===== config.mk =====
export PLATFORM = sky130hd
export DESIGN_NAME = selective_repeat_window_unit
export DESIGN_NICKNAME = d
export VERILOG_FILES = /design/src/rtl/srw_pkg.sv /design/src/rtl/srw_cell.sv /design/src/rtl/selective_repeat_window_unit.sv
export SDC_FILE = /design/constraint.sdc
export NUM_CORES = 1
export LEC_CHECK = 0
export ABC_AREA = 1
export CAP_MARGIN = 20
export CORE_UTILIZATION = 65
export DETAILED_ROUTE_END_ITERATION = 16
export DONT_BUFFER_PORTS = 1
export GPL_TIMING_DRIVEN = 0
export PLACE_DENSITY_LB_ADDON = 0.25
export SLEW_MARGIN = 15
export SYNTH_ARGS = -nofsm -noshare
export SYNTH_HDL_FRONTEND = slang
export SYNTH_SLANG_ARGS = --single-unit

===== constraint.sdc =====
create_clock -name aclk -period 5.8 [get_ports aclk]
set_input_delay 0.58 -clock aclk [delete_from_list [all_inputs] [get_ports aclk]]
set_output_delay 0.58 -clock aclk [all_outputs]
set_load 0.05 [all_outputs]

===== src/rtl/srw_pkg.sv =====
package srw_pkg;

    // sizing
    localparam int SEQ_BITS_MAX   = 4;
    localparam int WIN_MAX        = 1 << (SEQ_BITS_MAX - 1);
    localparam int SEQ_W          = SEQ_BITS_MAX;
    localparam int IDX_W          = (WIN_MAX > 1) ? $clog2(WIN_MAX) : 1;
    localparam int CNT_W          = $clog2(WIN_MAX + 1);
    localparam int ACT_W          = $clog2(SEQ_BITS_MAX + 1);
    localparam int CFG_W          = 3;
    localparam int RESET_SEQ_BITS = 3;

    // field widths on the ports
    localparam int SEQ_F_W  = 4;
    localparam int SLOT_F_W = 3;
    localparam int EV_F_W   = 3;

    typedef logic [SEQ_W-1:0] seq_t;
    typedef logic [ACT_W-1:0] act_t;
    typedef logic [CNT_W-1:0] cnt_t;

    typedef enum logic [1:0] {
        MODE_OUTCOME = 2'd0,
        MODE_SLIDE   = 2'd1,
        MODE_RESTART = 2'd2
    } mode_t;

    typedef enum logic [EV_F_W-1:0] {
        EV_ACCEPTED  = 3'd0,
        EV_DUPLICATE = 3'd1,
        EV_NAK       = 3'd2,
        EV_LOST      = 3'd3,
        EV_ACKED     = 3'd4,
        EV_SEND      = 3'd5
    } event_t;

    typedef enum logic [1:0] {
        CELL_HOLD    = 2'd0,
        CELL_LOAD    = 2'd1,
        CELL_SHIFT   = 2'd2,
        CELL_OUTCOME = 2'd3
    } cell_op_t;

    // control broadcast to every cell of the window
    typedef struct packed {
        cell_op_t op;
        seq_t     recv_next;
        logic     set_ack;
        seq_t     inj_seq;
        logic     inj_acked;
    } cell_ctrl_t;

    // out-of-range sequence widths are pulled into range
    function automatic act_t clamp_bits(input logic [CFG_W-1:0] b);
        act_t r;
        if (b == '0) begin
            r = act_t'(1);
        end else if (int'(b) > SEQ_BITS_MAX) begin
            r = act_t'(SEQ_BITS_MAX);
        end else begin
            r = act_t'(b);
        end
        return r;
    endfunction

    function automatic cnt_t win_of(input act_t act);
        return cnt_t'(1) << (act - act_t'(1));
    endfunction

    function automatic seq_t mask_of(input act_t act);
        logic [SEQ_W:0] t;
        t = (SEQ_W + 1)'(1) << act;
        return seq_t'(t - (SEQ_W + 1)'(1));
    endfunction

endpackage


===== src/rtl/srw_cell.sv =====
module srw_cell (
    input  logic               aclk,
    input  logic               aresetn,
    input  srw_pkg::cell_ctrl_t ctrl,
    input  srw_pkg::seq_t      probe,
    input  srw_pkg::seq_t      load_val,
    input  srw_pkg::seq_t      right_send,
    input  logic               right_acked,
    input  logic               in_win,
    input  logic               is_tail,
    input  logic               is_slot,
    input  logic               found_in,
    output srw_pkg::seq_t      send_q,
    output logic               acked_q,
    output logic               found_out
);
    import srw_pkg::*;

    seq_t send_reg;
    seq_t exp_reg;
    logic acked_reg;
    logic match;
    logic hit;
    seq_t src_send;
    logic src_acked;

    // receiver slot search, first match along the row wins
    assign match     = in_win && (exp_reg == probe);
    assign hit       = match && !found_in;
    assign found_out = found_in || match;

    // the tail of the window takes the injected entry, the rest the right neighbour
    assign src_send  = is_tail ? ctrl.inj_seq   : right_send;
    assign src_acked = is_tail ? ctrl.inj_acked : right_acked;

    always_ff @(posedge aclk) begin
        if (!aresetn) begin
            send_reg  <= load_val;
            exp_reg   <= load_val;
            acked_reg <= 1'b0;
        end else begin
            case (ctrl.op)
                CELL_LOAD: begin
                    send_reg  <= load_val;
                    exp_reg   <= load_val;
                    acked_reg <= 1'b0;
                end
                CELL_SHIFT: begin
                    send_reg  <= src_send;
                    acked_reg <= src_acked;
                end
                CELL_OUTCOME: begin
                    if (hit) begin
                        exp_reg <= ctrl.recv_next;
                    end
                    if (is_slot && ctrl.set_ack) begin
                        acked_reg <= 1'b1;
                    end
                end
                default: begin
                end
            endcase
        end
    end

    assign send_q  = send_reg;
    assign acked_q = acked_reg;

endmodule


===== src/rtl/selective_repeat_window_unit.sv =====
// Selective-repeat window pair: sender and receiver windows of W = 2^(n-1)
// slots over sequence numbers modulo 2^n, held in a row of window cells.
// Input channel s_*: one transfer per item (frame outcome, slide, restart).
// Result channel m_*: one or more transfers per item, m_tlast on the final one;
// an outcome naming a slot outside the window, or the unused mode, gives none.
// cfg_wr_en/cfg_wr_data write the sequence width n; it takes effect at the next
// restart item. An outcome item gives its single result straight into the output
// register. A restart reloads both windows and lists every slot. A slide drops the
// leading acknowledged slots, the row shifting left one slot a cycle, then rotates
// once round the window, one slot a cycle while the output register is free,
// listing each unacknowledged slot as a frame to send. s_tready stays low until
// the listing is done.
// Reset: both windows hold 0..3 (n = 3), nothing acknowledged, no result
// pending. A stalled m_tready holds the result and freezes the rotation;
// no result is lost or repeated.
module selective_repeat_window_unit (
    input  logic        aclk,
    input  logic        aresetn,
    // configuration
    input  logic        cfg_wr_en,
    input  logic [2:0]  cfg_wr_data,  // seq_bits
    // items in
    input  logic        s_tvalid,
    output logic        s_tready,
    input  logic [7:0]  s_tdata,      // mode[1:0], slot[4:2], arrived[5], damaged[6],
                                      // ack_lost[7]
    // results out
    output logic        m_tvalid,
    input  logic        m_tready,
    output logic [15:0] m_tdata,      // seq[3:0], slot_out[6:4], event_code[9:7],
                                      // ack_received[10], zero fill
    output logic        m_tlast
);
    import srw_pkg::*;

    typedef enum logic [2:0] {
        ST_IDLE  = 3'b001,
        ST_SHIFT = 3'b010,
        ST_LIST  = 3'b100
    } state_t;

    state_t               state_reg, state_next;
    logic [CFG_W-1:0]     cfg_bits_reg;
    act_t                 act_bits_reg, act_bits_next;
    seq_t                 send_next_reg, send_next_next;
    seq_t                 recv_next_reg, recv_next_next;
    logic [IDX_W-1:0]     rot_cnt_reg, rot_cnt_next;
    cnt_t                 emit_left_reg, emit_left_next;

    logic                 m_valid_reg;
    logic [SEQ_F_W-1:0]   m_seq_reg;
    logic [SLOT_F_W-1:0]  m_slot_reg;
    event_t               m_ev_reg;
    logic                 m_ack_reg;
    logic                 m_last_reg;

    logic                 emit;
    logic [SEQ_F_W-1:0]   o_seq;
    logic [SLOT_F_W-1:0]  o_slot;
    event_t               o_ev;
    logic                 o_ack;
    logic                 o_last;

    cell_ctrl_t           ctrl;
    seq_t                 probe;
    logic                 out_free;
    logic                 take;

    mode_t                in_mode;
    logic [2:0]           in_slot;
    logic                 in_arrived;
    logic                 in_damaged;
    logic                 in_ack_lost;

    cnt_t                 win;
    seq_t                 mask;
    act_t                 load_bits;
    cnt_t                 load_win;
    logic [IDX_W-1:0]     slot_idx;
    logic                 slot_ok;
    logic                 probe_acked;

    seq_t                 cell_send  [WIN_MAX];
    logic                 cell_acked [WIN_MAX];
    seq_t                 load_val   [WIN_MAX];
    logic                 found      [WIN_MAX+1];
    logic [WIN_MAX-1:0]   in_win;
    logic [WIN_MAX-1:0]   unacked;

    // input fields
    assign in_mode     = mode_t'(s_tdata[1:0]);
    assign in_slot     = s_tdata[4:2];
    assign in_arrived  = s_tdata[5];
    assign in_damaged  = s_tdata[6];
    assign in_ack_lost = s_tdata[7];

    // window geometry
    assign win       = win_of(act_bits_reg);
    assign mask      = mask_of(act_bits_reg);
    assign load_bits = aresetn ? clamp_bits(cfg_bits_reg) : clamp_bits(CFG_W'(RESET_SEQ_BITS));
    assign load_win  = win_of(load_bits);

    // sender slot named by an outcome
    assign slot_idx    = IDX_W'(in_slot);
    assign slot_ok     = int'(in_slot) < int'(win);
    assign probe       = cell_send[slot_idx];
    assign probe_acked = cell_acked[slot_idx];

    assign out_free = !m_valid_reg || m_tready;
    assign s_tready = (state_reg == ST_IDLE) && out_free;
    assign take     = s_tvalid && s_tready;

    // row of window cells
    assign found[0] = 1'b0;
    genvar k;
    generate
        for (k = 0; k < WIN_MAX; k++) begin : g_cell
            seq_t r_send;
            logic r_acked;
            if (k == WIN_MAX - 1) begin : g_end
                assign r_send  = ctrl.inj_seq;
                assign r_acked = ctrl.inj_acked;
            end else begin : g_mid
                assign r_send  = cell_send[k+1];
                assign r_acked = cell_acked[k+1];
            end
            assign in_win[k]   = cnt_t'(k) < win;
            assign unacked[k]  = in_win[k] && !cell_acked[k];
            assign load_val[k] = (cnt_t'(k) < load_win) ? seq_t'(k) : '0;

            srw_cell u_cell (
                .aclk        (aclk),
                .aresetn     (aresetn),
                .ctrl        (ctrl),
                .probe       (probe),
                .load_val    (load_val[k]),
                .right_send  (r_send),
                .right_acked (r_acked),
                .in_win      (in_win[k]),
                .is_tail     (cnt_t'(k) == win - cnt_t'(1)),
                .is_slot     (slot_idx == IDX_W'(k)),
                .found_in    (found[k]),
                .send_q      (cell_send[k]),
                .acked_q     (cell_acked[k]),
                .found_out   (found[k+1])
            );
        end
    endgenerate

    // sequencing of items
    always_comb begin
        state_next     = state_reg;
        act_bits_next  = act_bits_reg;
        send_next_next = send_next_reg;
        recv_next_next = recv_next_reg;
        rot_cnt_next   = rot_cnt_reg;
        emit_left_next = emit_left_reg;

        ctrl.op        = CELL_HOLD;
        ctrl.recv_next = recv_next_reg;
        ctrl.set_ack   = !in_ack_lost;
        ctrl.inj_seq   = send_next_reg;
        ctrl.inj_acked = 1'b0;

        emit   = 1'b0;
        o_seq  = SEQ_F_W'(probe);
        o_slot = in_slot;
        o_ev   = EV_SEND;
        o_ack  = 1'b0;
        o_last = 1'b1;

        case (state_reg)
            ST_IDLE: begin
                if (take) begin
                    case (in_mode)
                        MODE_OUTCOME: begin
                            if (slot_ok) begin
                                emit = 1'b1;
                                if (probe_acked) begin
                                    o_ev = EV_ACKED;
                                end else if (in_arrived) begin
                                    ctrl.op = CELL_OUTCOME;
                                    o_ev    = found[WIN_MAX] ? EV_ACCEPTED : EV_DUPLICATE;
                                    o_ack   = !in_ack_lost;
                                    if (found[WIN_MAX]) begin
                                        recv_next_next = (recv_next_reg + seq_t'(1)) & mask;
                                    end
                                end else begin
                                    o_ev = in_damaged ? EV_NAK : EV_LOST;
                                end
                            end
                        end
                        MODE_SLIDE: begin
                            state_next = ST_SHIFT;
                        end
                        MODE_RESTART: begin
                            ctrl.op        = CELL_LOAD;
                            act_bits_next  = load_bits;
                            send_next_next = seq_t'(load_win) & mask_of(load_bits);
                            recv_next_next = seq_t'(load_win) & mask_of(load_bits);
                            rot_cnt_next   = '0;
                            emit_left_next = load_win;
                            state_next     = ST_LIST;
                        end
                        default: begin
                        end
                    endcase
                end
            end
            ST_SHIFT: begin
                // drop one leading acknowledged slot, fresh number at the tail
                if (cell_acked[0]) begin
                    ctrl.op        = CELL_SHIFT;
                    send_next_next = (send_next_reg + seq_t'(1)) & mask;
                end else begin
                    rot_cnt_next   = '0;
                    emit_left_next = cnt_t'($countones(unacked));
                    state_next     = ST_LIST;
                end
            end
            ST_LIST: begin
                // rotate once round the window, listing slot 0 each step if it is unacknowledged
                if (out_free) begin
                    ctrl.op        = CELL_SHIFT;
                    ctrl.inj_seq   = cell_send[0];
                    ctrl.inj_acked = cell_acked[0];
                    if (!cell_acked[0]) begin
                        emit           = 1'b1;
                        o_seq          = SEQ_F_W'(cell_send[0]);
                        o_slot         = SLOT_F_W'(rot_cnt_reg);
                        o_ev           = EV_SEND;
                        o_last         = (emit_left_reg == cnt_t'(1));
                        emit_left_next = emit_left_reg - cnt_t'(1);
                    end
                    rot_cnt_next = rot_cnt_reg + IDX_W'(1);
                    if (rot_cnt_reg == IDX_W'(win - cnt_t'(1))) begin
                        state_next = ST_IDLE;
                    end
                end
            end
            default: begin
                state_next = ST_IDLE;
            end
        endcase
    end

    // control registers
    always_ff @(posedge aclk) begin
        if (!aresetn) begin
            state_reg     <= ST_IDLE;
            cfg_bits_reg  <= CFG_W'(RESET_SEQ_BITS);
            act_bits_reg  <= load_bits;
            send_next_reg <= seq_t'(load_win) & mask_of(load_bits);
            recv_next_reg <= seq_t'(load_win) & mask_of(load_bits);
            rot_cnt_reg   <= '0;
            emit_left_reg <= '0;
            m_valid_reg   <= 1'b0;
        end else begin
            state_reg     <= state_next;
            act_bits_reg  <= act_bits_next;
            send_next_reg <= send_next_next;
            recv_next_reg <= recv_next_next;
            rot_cnt_reg   <= rot_cnt_next;
            emit_left_reg <= emit_left_next;
            if (cfg_wr_en) begin
                cfg_bits_reg <= cfg_wr_data;
            end
            if (emit) begin
                m_valid_reg <= 1'b1;
            end else if (m_tready) begin
                m_valid_reg <= 1'b0;
            end
        end
    end

    // output register payload
    always_ff @(posedge aclk) begin
        if (emit) begin
            m_seq_reg  <= o_seq;
            m_slot_reg <= o_slot;
            m_ev_reg   <= o_ev;
            m_ack_reg  <= o_ack;
            m_last_reg <= o_last;
        end
    end

    assign m_tvalid = m_valid_reg;
    assign m_tdata  = {5'b0, m_ack_reg, m_ev_reg, m_slot_reg, m_seq_reg};
    assign m_tlast  = m_last_reg;

endmodule


==> results.json, run 1 <==
{
  "final.min_clock_period_ns": 4.91,
  "grtUsageMet3": 0.0437,
  "vias": 5910,
  "slew_violations": 0,
  "core_um2": 10300,
  "ys_ff_latch": 109,
  "via_per_inst": 6.05,
  "grt_util_met1": 0.436,
  "dieArea_um2": 10900,
  "start_util": 0.666,
  "tightest_slew_ns": 0.876,
  "max_cap_violations": 0,
  "cts_root_buf": "clkbuf_8",
  "globalRouteMet2Util": 0.539,
  "cts_setup_buffers": 0,
  "grt_overflow": 0,
  "pwr-share-comb": 0.349,
  "fin_skew_ns": 0.0215,
  "grt_usage": 0.329,
  "async_flop_share": 0,
  "synthDistinctLibCells": 58,
  "yosys.area.top_type_share": 0.347,
  "fmax_mhz": 204,
  "hpwlAfterDp_mm": 13.1,
  "power.share.switching": 0.397,
  "switchingPower_uw": 951,
  "diodes": 0,
  "intPower_mw": 1.44,
  "fin_crit_sh": 0.846,
  "yosys_warnings": 0,
  "die_height_um": 105,
  "ant_nets": 0,
  "synth_ff_type": "edfxtp_1",
  "postRouteWirelength_mm": 17.3,
  "cts_max_level": 3,
  "outcome": "finished clean",
  "ys_seq_area_frac": 0.434,
  "criticalPathCategory": "reg2reg",
  "worst-path-max-fanout": 5,
  "cts-resized-gates": 0,
  "nFillCells": 836,
  "antenna_found_initial": 0,
  "synth_cells": 821,
  "synth_edf_count": 79,
  "hold_class": "in2reg",
  "worstSkewPairLatency_ns": 0.40,
  "mostFrequentLayoutCells": "nand2_1, inv_1, edfxtp_1",
  "hold_ws_ns": 0.279,
  "p_clk_frac": 0.202,
  "powerDensity_nw_per_um2": 330,
  "nets": 879,
  "syn_area_per_cell_um2": 8.34,
  "slew_headroom": 0.416,
  "cts.sinks": 109,
  "hold_viol_final": 0,
  "gp_congestion": 0.968,
  "worstPathRequired_ns": 6.12,
  "cp-start-kind": "flop",
  "holdBufCountCts": 0,
  "syn_to_final_growth_pct": 5.83,
  "setup_viol": 0,
  "irDropWorstVdd_uv": 244,
  "grt.busiest_layer": "met2",
  "arrival_ns": 5.23,
  "dr.pass1.iters": 8,
  "clk_path_buf_depth": 2,
  "grt_max_degree": 29,
  "rsz0062_at_grt": "false",
  "drtIter0Drc": 514,
  "drc_errors": 0,
  "fp.dieW_um": 105,
  "pwr-share-seq": 0.449,
  "pin_count": 35,
  "wire_per_inst_um": 17.8,
  "cts_buffers": 9,
  "cts_tree": "done",
  "critPathCaptureType": "flop",
  "p_leak_nw": 3.09,
  "rows": 37,
  "synth_area_leaders": "edfxtp_1, nand2_1, dfxtp_1",
  "syn-cell-area_um2": 6840,
  "final_common_cell": "nand2_1",
  "clk_pin_slew_ns": 0.10,
  "synth_area_leader_cell": "edfxtp_1",
  "grt_pass1_vias": 5540,
  "numPortBuffers": 0,
  "grt_pass1_wl_mm": 27.7,
  "layout-drive-gt1-share": 0.117,
  "tns_ns": 0
}
-- per-stage QoR --
step	util	setup slack, ns	std cells	area, um2	power, mW
CTS	0.705	0.935	977	7240	2.38
global route	0.705	0.630	977	7240	2.53
finish	0.705	0.895	977	7240	2.39
global placement	0.684	1.07	961	7030	1.88
detailed placement	0.685	0.959	961	7040	1.91
floorplan	-	1.48	825	6860	1.70
-- metal layers --
metal | vias to the layer above | wire length [um]
li1 | 2789 | -
met1 | 2756 | 6860
met2 | 319 | 8270
met3 | 46 | 1610
met4 | 0 | 603
met5 | - | 0
-- kinds of logic after synthesis --
logic type | share of synthesized area
other | 0.000548
adder cells (fa/ha/maj) | 0.0537
AO/OA/AOI/OAI | 0.159
flip-flops | 0.434
XOR/XNOR | 0.0243
buffers and inverters | 0.0859
AND/OR/NAND/NOR | 0.241
multiplexers | 0.00146
-- power by group through the flow --
| stage | clock (mW) | combinational (mW) | sequential, mW |
|---|---|---|---|
| 2_1_floorplan | 0 | 0.635 | 1.07 |
| 3_3_place_gp | 0 | 0.795 | 1.08 |
| 3_5_place_dp | 0 | 0.820 | 1.09 |
| 4_1_cts | 0.485 | 0.827 | 1.07 |
| 5_1_grt | 0.515 | 0.931 | 1.09 |
| 6_report | 0.483 | 0.835 | 1.07 |
-- final cells by class --
cell class,instances,area [um2],share of cell area
Buffer,22,141,0.0195
Clock buffer,9,124,0.0171
Clock inverter,7,81.3,0.0112
Inverter,117,447,0.0617
Multi-Input combinational cell,577,3310,0.457
Sequential cell,109,2970,0.410
Tap cell,136,170,0.0235
-- cells in the mapped netlist (10+ instances only) --
| cell | n |
|---|---|
| nor3_1 | 10 |
| nand2_1 | 188 |
| nand3_2 | 10 |
| inv_2 | 14 |
| dfxtp_1 | 30 |
| a221oi_1 | 10 |
| ha_1 | 23 |
| o211ai_1 | 12 |
| a21oi_1 | 66 |
| inv_1 | 100 |
| nor2_1 | 61 |
| edfxtp_1 | 79 |
| o21ai_0 | 69 |
| xor2_1 | 13 |
| nand3_1 | 21 |
-- path summary, 6_finish.rpt --
kind | from | endpoint | slack [ns] | depth (start not counted)
max | act_bits_reg[2]$_DFFE_PP_ | emit_left_reg[2]$_SDFFE_PN0P_ | 0.89 | 14
max reg2reg | act_bits_reg[2]$_DFFE_PP_ | emit_left_reg[2]$_SDFFE_PN0P_ | 0.89 | 14
min reg2reg | cfg_bits_reg[0]$_SDFFE_PN1P_ | cfg_bits_reg[0]$_SDFFE_PN1P_ | 0.48 | 2
min | cfg_wr_en | cfg_bits_reg[1]$_SDFFE_PN1P_ | 0.28 | 1
-- worst max-delay path, stage by stage (launching register included) --
cell and delay [ns]:
edfxtp_1 0.51, nor3_1 0.60, inv_1 0.24, ha_1 0.28, nor2_1 0.26, o21ai_0 0.18
fa_1 0.51, fa_1 0.52, fa_1 0.55, inv_1 0.05, ha_1 0.22, fa_1 0.38
xnor2_1 0.14, o221a_2 0.27, a21oi_1 0.13
Power figures use the tool's default switching activity.
==> inputs of run 2 (changes only) <==
clock period = 4.55 ns   (was 5.8 ns; I/O delays follow)
==> results.json, run 2 (synthesis gave the netlist of run 1 again) <==
{
  "power.share.switching": 0.398,
  "irDropWorstVdd_uv": 311,
  "place_worst_setup_slack_ns": -0.291,
  "grt_pass1_wl_mm": 27.8,
  "grt_overflow": 0,
  "globalRouteMet2Util": 0.541,
  "grt_util_met1": 0.436,
  "cts_root_buf": "clkbuf_8",
  "grtUsageMet3": 0.0455,
  "dieArea_um2": 10900,
  "ant_nets": 0,
  "slew_violations": 0,
  "die_height_um": 105,
  "crit_top_cell": "fa_1",
  "clk_pin_slew_ns": 0.11,
  "rows": 37,
  "p_leak_nw": 3.13,
  "vias": 6062,
  "critPathBufInv": 2,
  "postRouteWirelength_mm": 17.5,
  "setup_viol": 0,
  "slew_headroom": 0.414,
  "pwr-share-seq": 0.447,
  "via_per_inst": 6.15,
  "criticalPathCategory": "reg2reg",
  "dp.cells": 961,
  "cts_tree": "done",
  "final_common_cell": "nand2_1",
  "switchingPower_mw": 1.22,
  "fmax_mhz": 227,
  "ff2ff_setup_slack_ns": 0.14,
  "hold_viol_final": 0,
  "holdBufCountCts": 0,
  "layout-drive-gt1-share": 0.128,
  "gp_congestion": 0.968,
  "intPower_mw": 1.84,
  "drtIter0Drc": 622,
  "fp.dieW_um": 105,
  "arrival_ns": 4.70,
  "outcome": "finished clean",
  "tns_ns": 0,
  "fin_skew_ns": 0.0178,
  "clk_path_buf_depth": 2,
  "worstPathRequired_ns": 4.84,
  "hold_ws_ns": 0.152,
  "path_cells": "nor3_4 -> inv_1 -> ha_1 -> nor2_2 -> o21ai_0 -> fa_1 -> fa_1 -> fa_1 -> inv_1 -> ha_1 -> fa_1 -> nand2_1 -> o21ai_0 -> a41oi_1 -> a21oi_1",
  "max_cap_violations": 0,
  "grt.busiest_layer": "met2",
  "whs_path_depth": 1,
  "cp-start-kind": "flop",
  "cp_slowest_stage_delay_ns": 0.55,
  "numPortBuffers": 0,
  "cts.sinks": 109,
  "fin_crit_sh": 0.969,
  "final.min_clock_period_ns": 4.41,
  "pwr-share-comb": 0.352,
  "pin_count": 35,
  "final_cell_area_um2": 7320,
  "drc_errors": 0,
  "powerDensity_nw_per_um2": 419,
  "setup_slack_ns": 0.140,
  "diodes": 0,
  "crit_cells": 15,
  "dr.pass1.iters": 6,
  "start_util": 0.666,
  "cp_slowest_cell": "fa_1",
  "cts_max_level": 3,
  "rr_worst_depth": 15,
  "worst-path-max-fanout": 6,
  "utilization": 0.712,
  "cts_buffers": 9,
  "wire_per_inst_um": 17.8,
  "final_cells": 985,
  "p_clk_frac": 0.202,
  "grt_pass1_vias": 5557,
  "place_area_um2": 7040,
  "mostFrequentLayoutCells": "nand2_1, inv_1, edfxtp_1",
  "hpwlAfterDp_mm": 13.1,
  "grt_usage": 0.330,
  "worstSkewPairLatency_ns": 0.40,
  "nets": 887,
  "tightest_slew_ns": 0.879,
  "critPathCaptureType": "flop",
  "nFillCells": 826,
  "total_power_mw": 3.07,
  "antenna_found_initial": 0,
  "grt_max_degree": 29,
  "syn_to_final_growth_pct": 6.95,
  "critical_path.top_delay_family": "adder cells",
  "hold_class": "in2reg",
  "core_um2": 10300
}
run 2: cell types whose count changed in the layout (fill, tap and decap cells not counted):
cell	delta
buf_4	+8
nand2_1	-1
nand2_2	+1
nor2_1	-1
nor2_2	+1
nor3_1	-1
nor3_4	+1
run 2: final timing paths:
kind                                   endpoint                    startpoint
setup / recovery  emit_left_reg[1]$_SDFFE_PN0P_     act_bits_reg[2]$_DFFE_PP_
setup reg to reg  emit_left_reg[1]$_SDFFE_PN0P_     act_bits_reg[2]$_DFFE_PP_
hold reg to reg    cfg_bits_reg[0]$_SDFFE_PN1P_  cfg_bits_reg[0]$_SDFFE_PN1P_
hold / removal     cfg_bits_reg[1]$_SDFFE_PN1P_                     cfg_wr_en
run 2: worst register-to-register path, stage by stage, from the launching register on:
cell and delay [ns]:
edfxtp_1 0.52, nor3_4 0.33, inv_1 0.13, ha_1 0.23, nor2_2 0.20, o21ai_0 0.14
fa_1 0.49, fa_1 0.52, fa_1 0.55, inv_1 0.05, ha_1 0.22, fa_1 0.44
nand2_1 0.08, o21ai_0 0.11, a41oi_1 0.19, a21oi_1 0.09
run 2: power by group through the flow:
stage,combinational (mW),sequential (mW),clock (mW)
6_report,1.08,1.37,0.618
5_1_grt,1.20,1.39,0.657
4_1_cts,1.06,1.37,0.619
3_5_place_dp,1.05,1.39,0
3_3_place_gp,1.01,1.38,0
2_1_floorplan,0.810,1.36,0
run 2: final cells by class:
cell class | count | area (um2) | share of cell area
Clock buffer | 9 | 124 | 0.0169
Clock inverter | 7 | 81.3 | 0.0111
Buffer | 22 | 141 | 0.0193
Inverter | 117 | 447 | 0.0610
Sequential cell | 109 | 2970 | 0.406
Timing Repair Buffer | 8 | 60.1 | 0.00821
Multi-Input combinational cell | 577 | 3320 | 0.454
Tap cell | 136 | 170 | 0.0232
run 2: per-layer routing:
| metal | up-vias | share of wire |
|---|---|---|
| li1 | 2804 | - |
| met1 | 2846 | 0.39 |
| met2 | 358 | 0.47 |
| met3 | 54 | 0.10 |
| met4 | 0 | 0.040 |
| met5 | - | 0 |
run 2: repair_timing:
item                                    4_1_cts  5_1_grt
resized for setup                             2        2
endpoints found under the setup margin        2        2
cloned                                        0        0
setup buffers                                 1        7
pin swaps                                     1        3
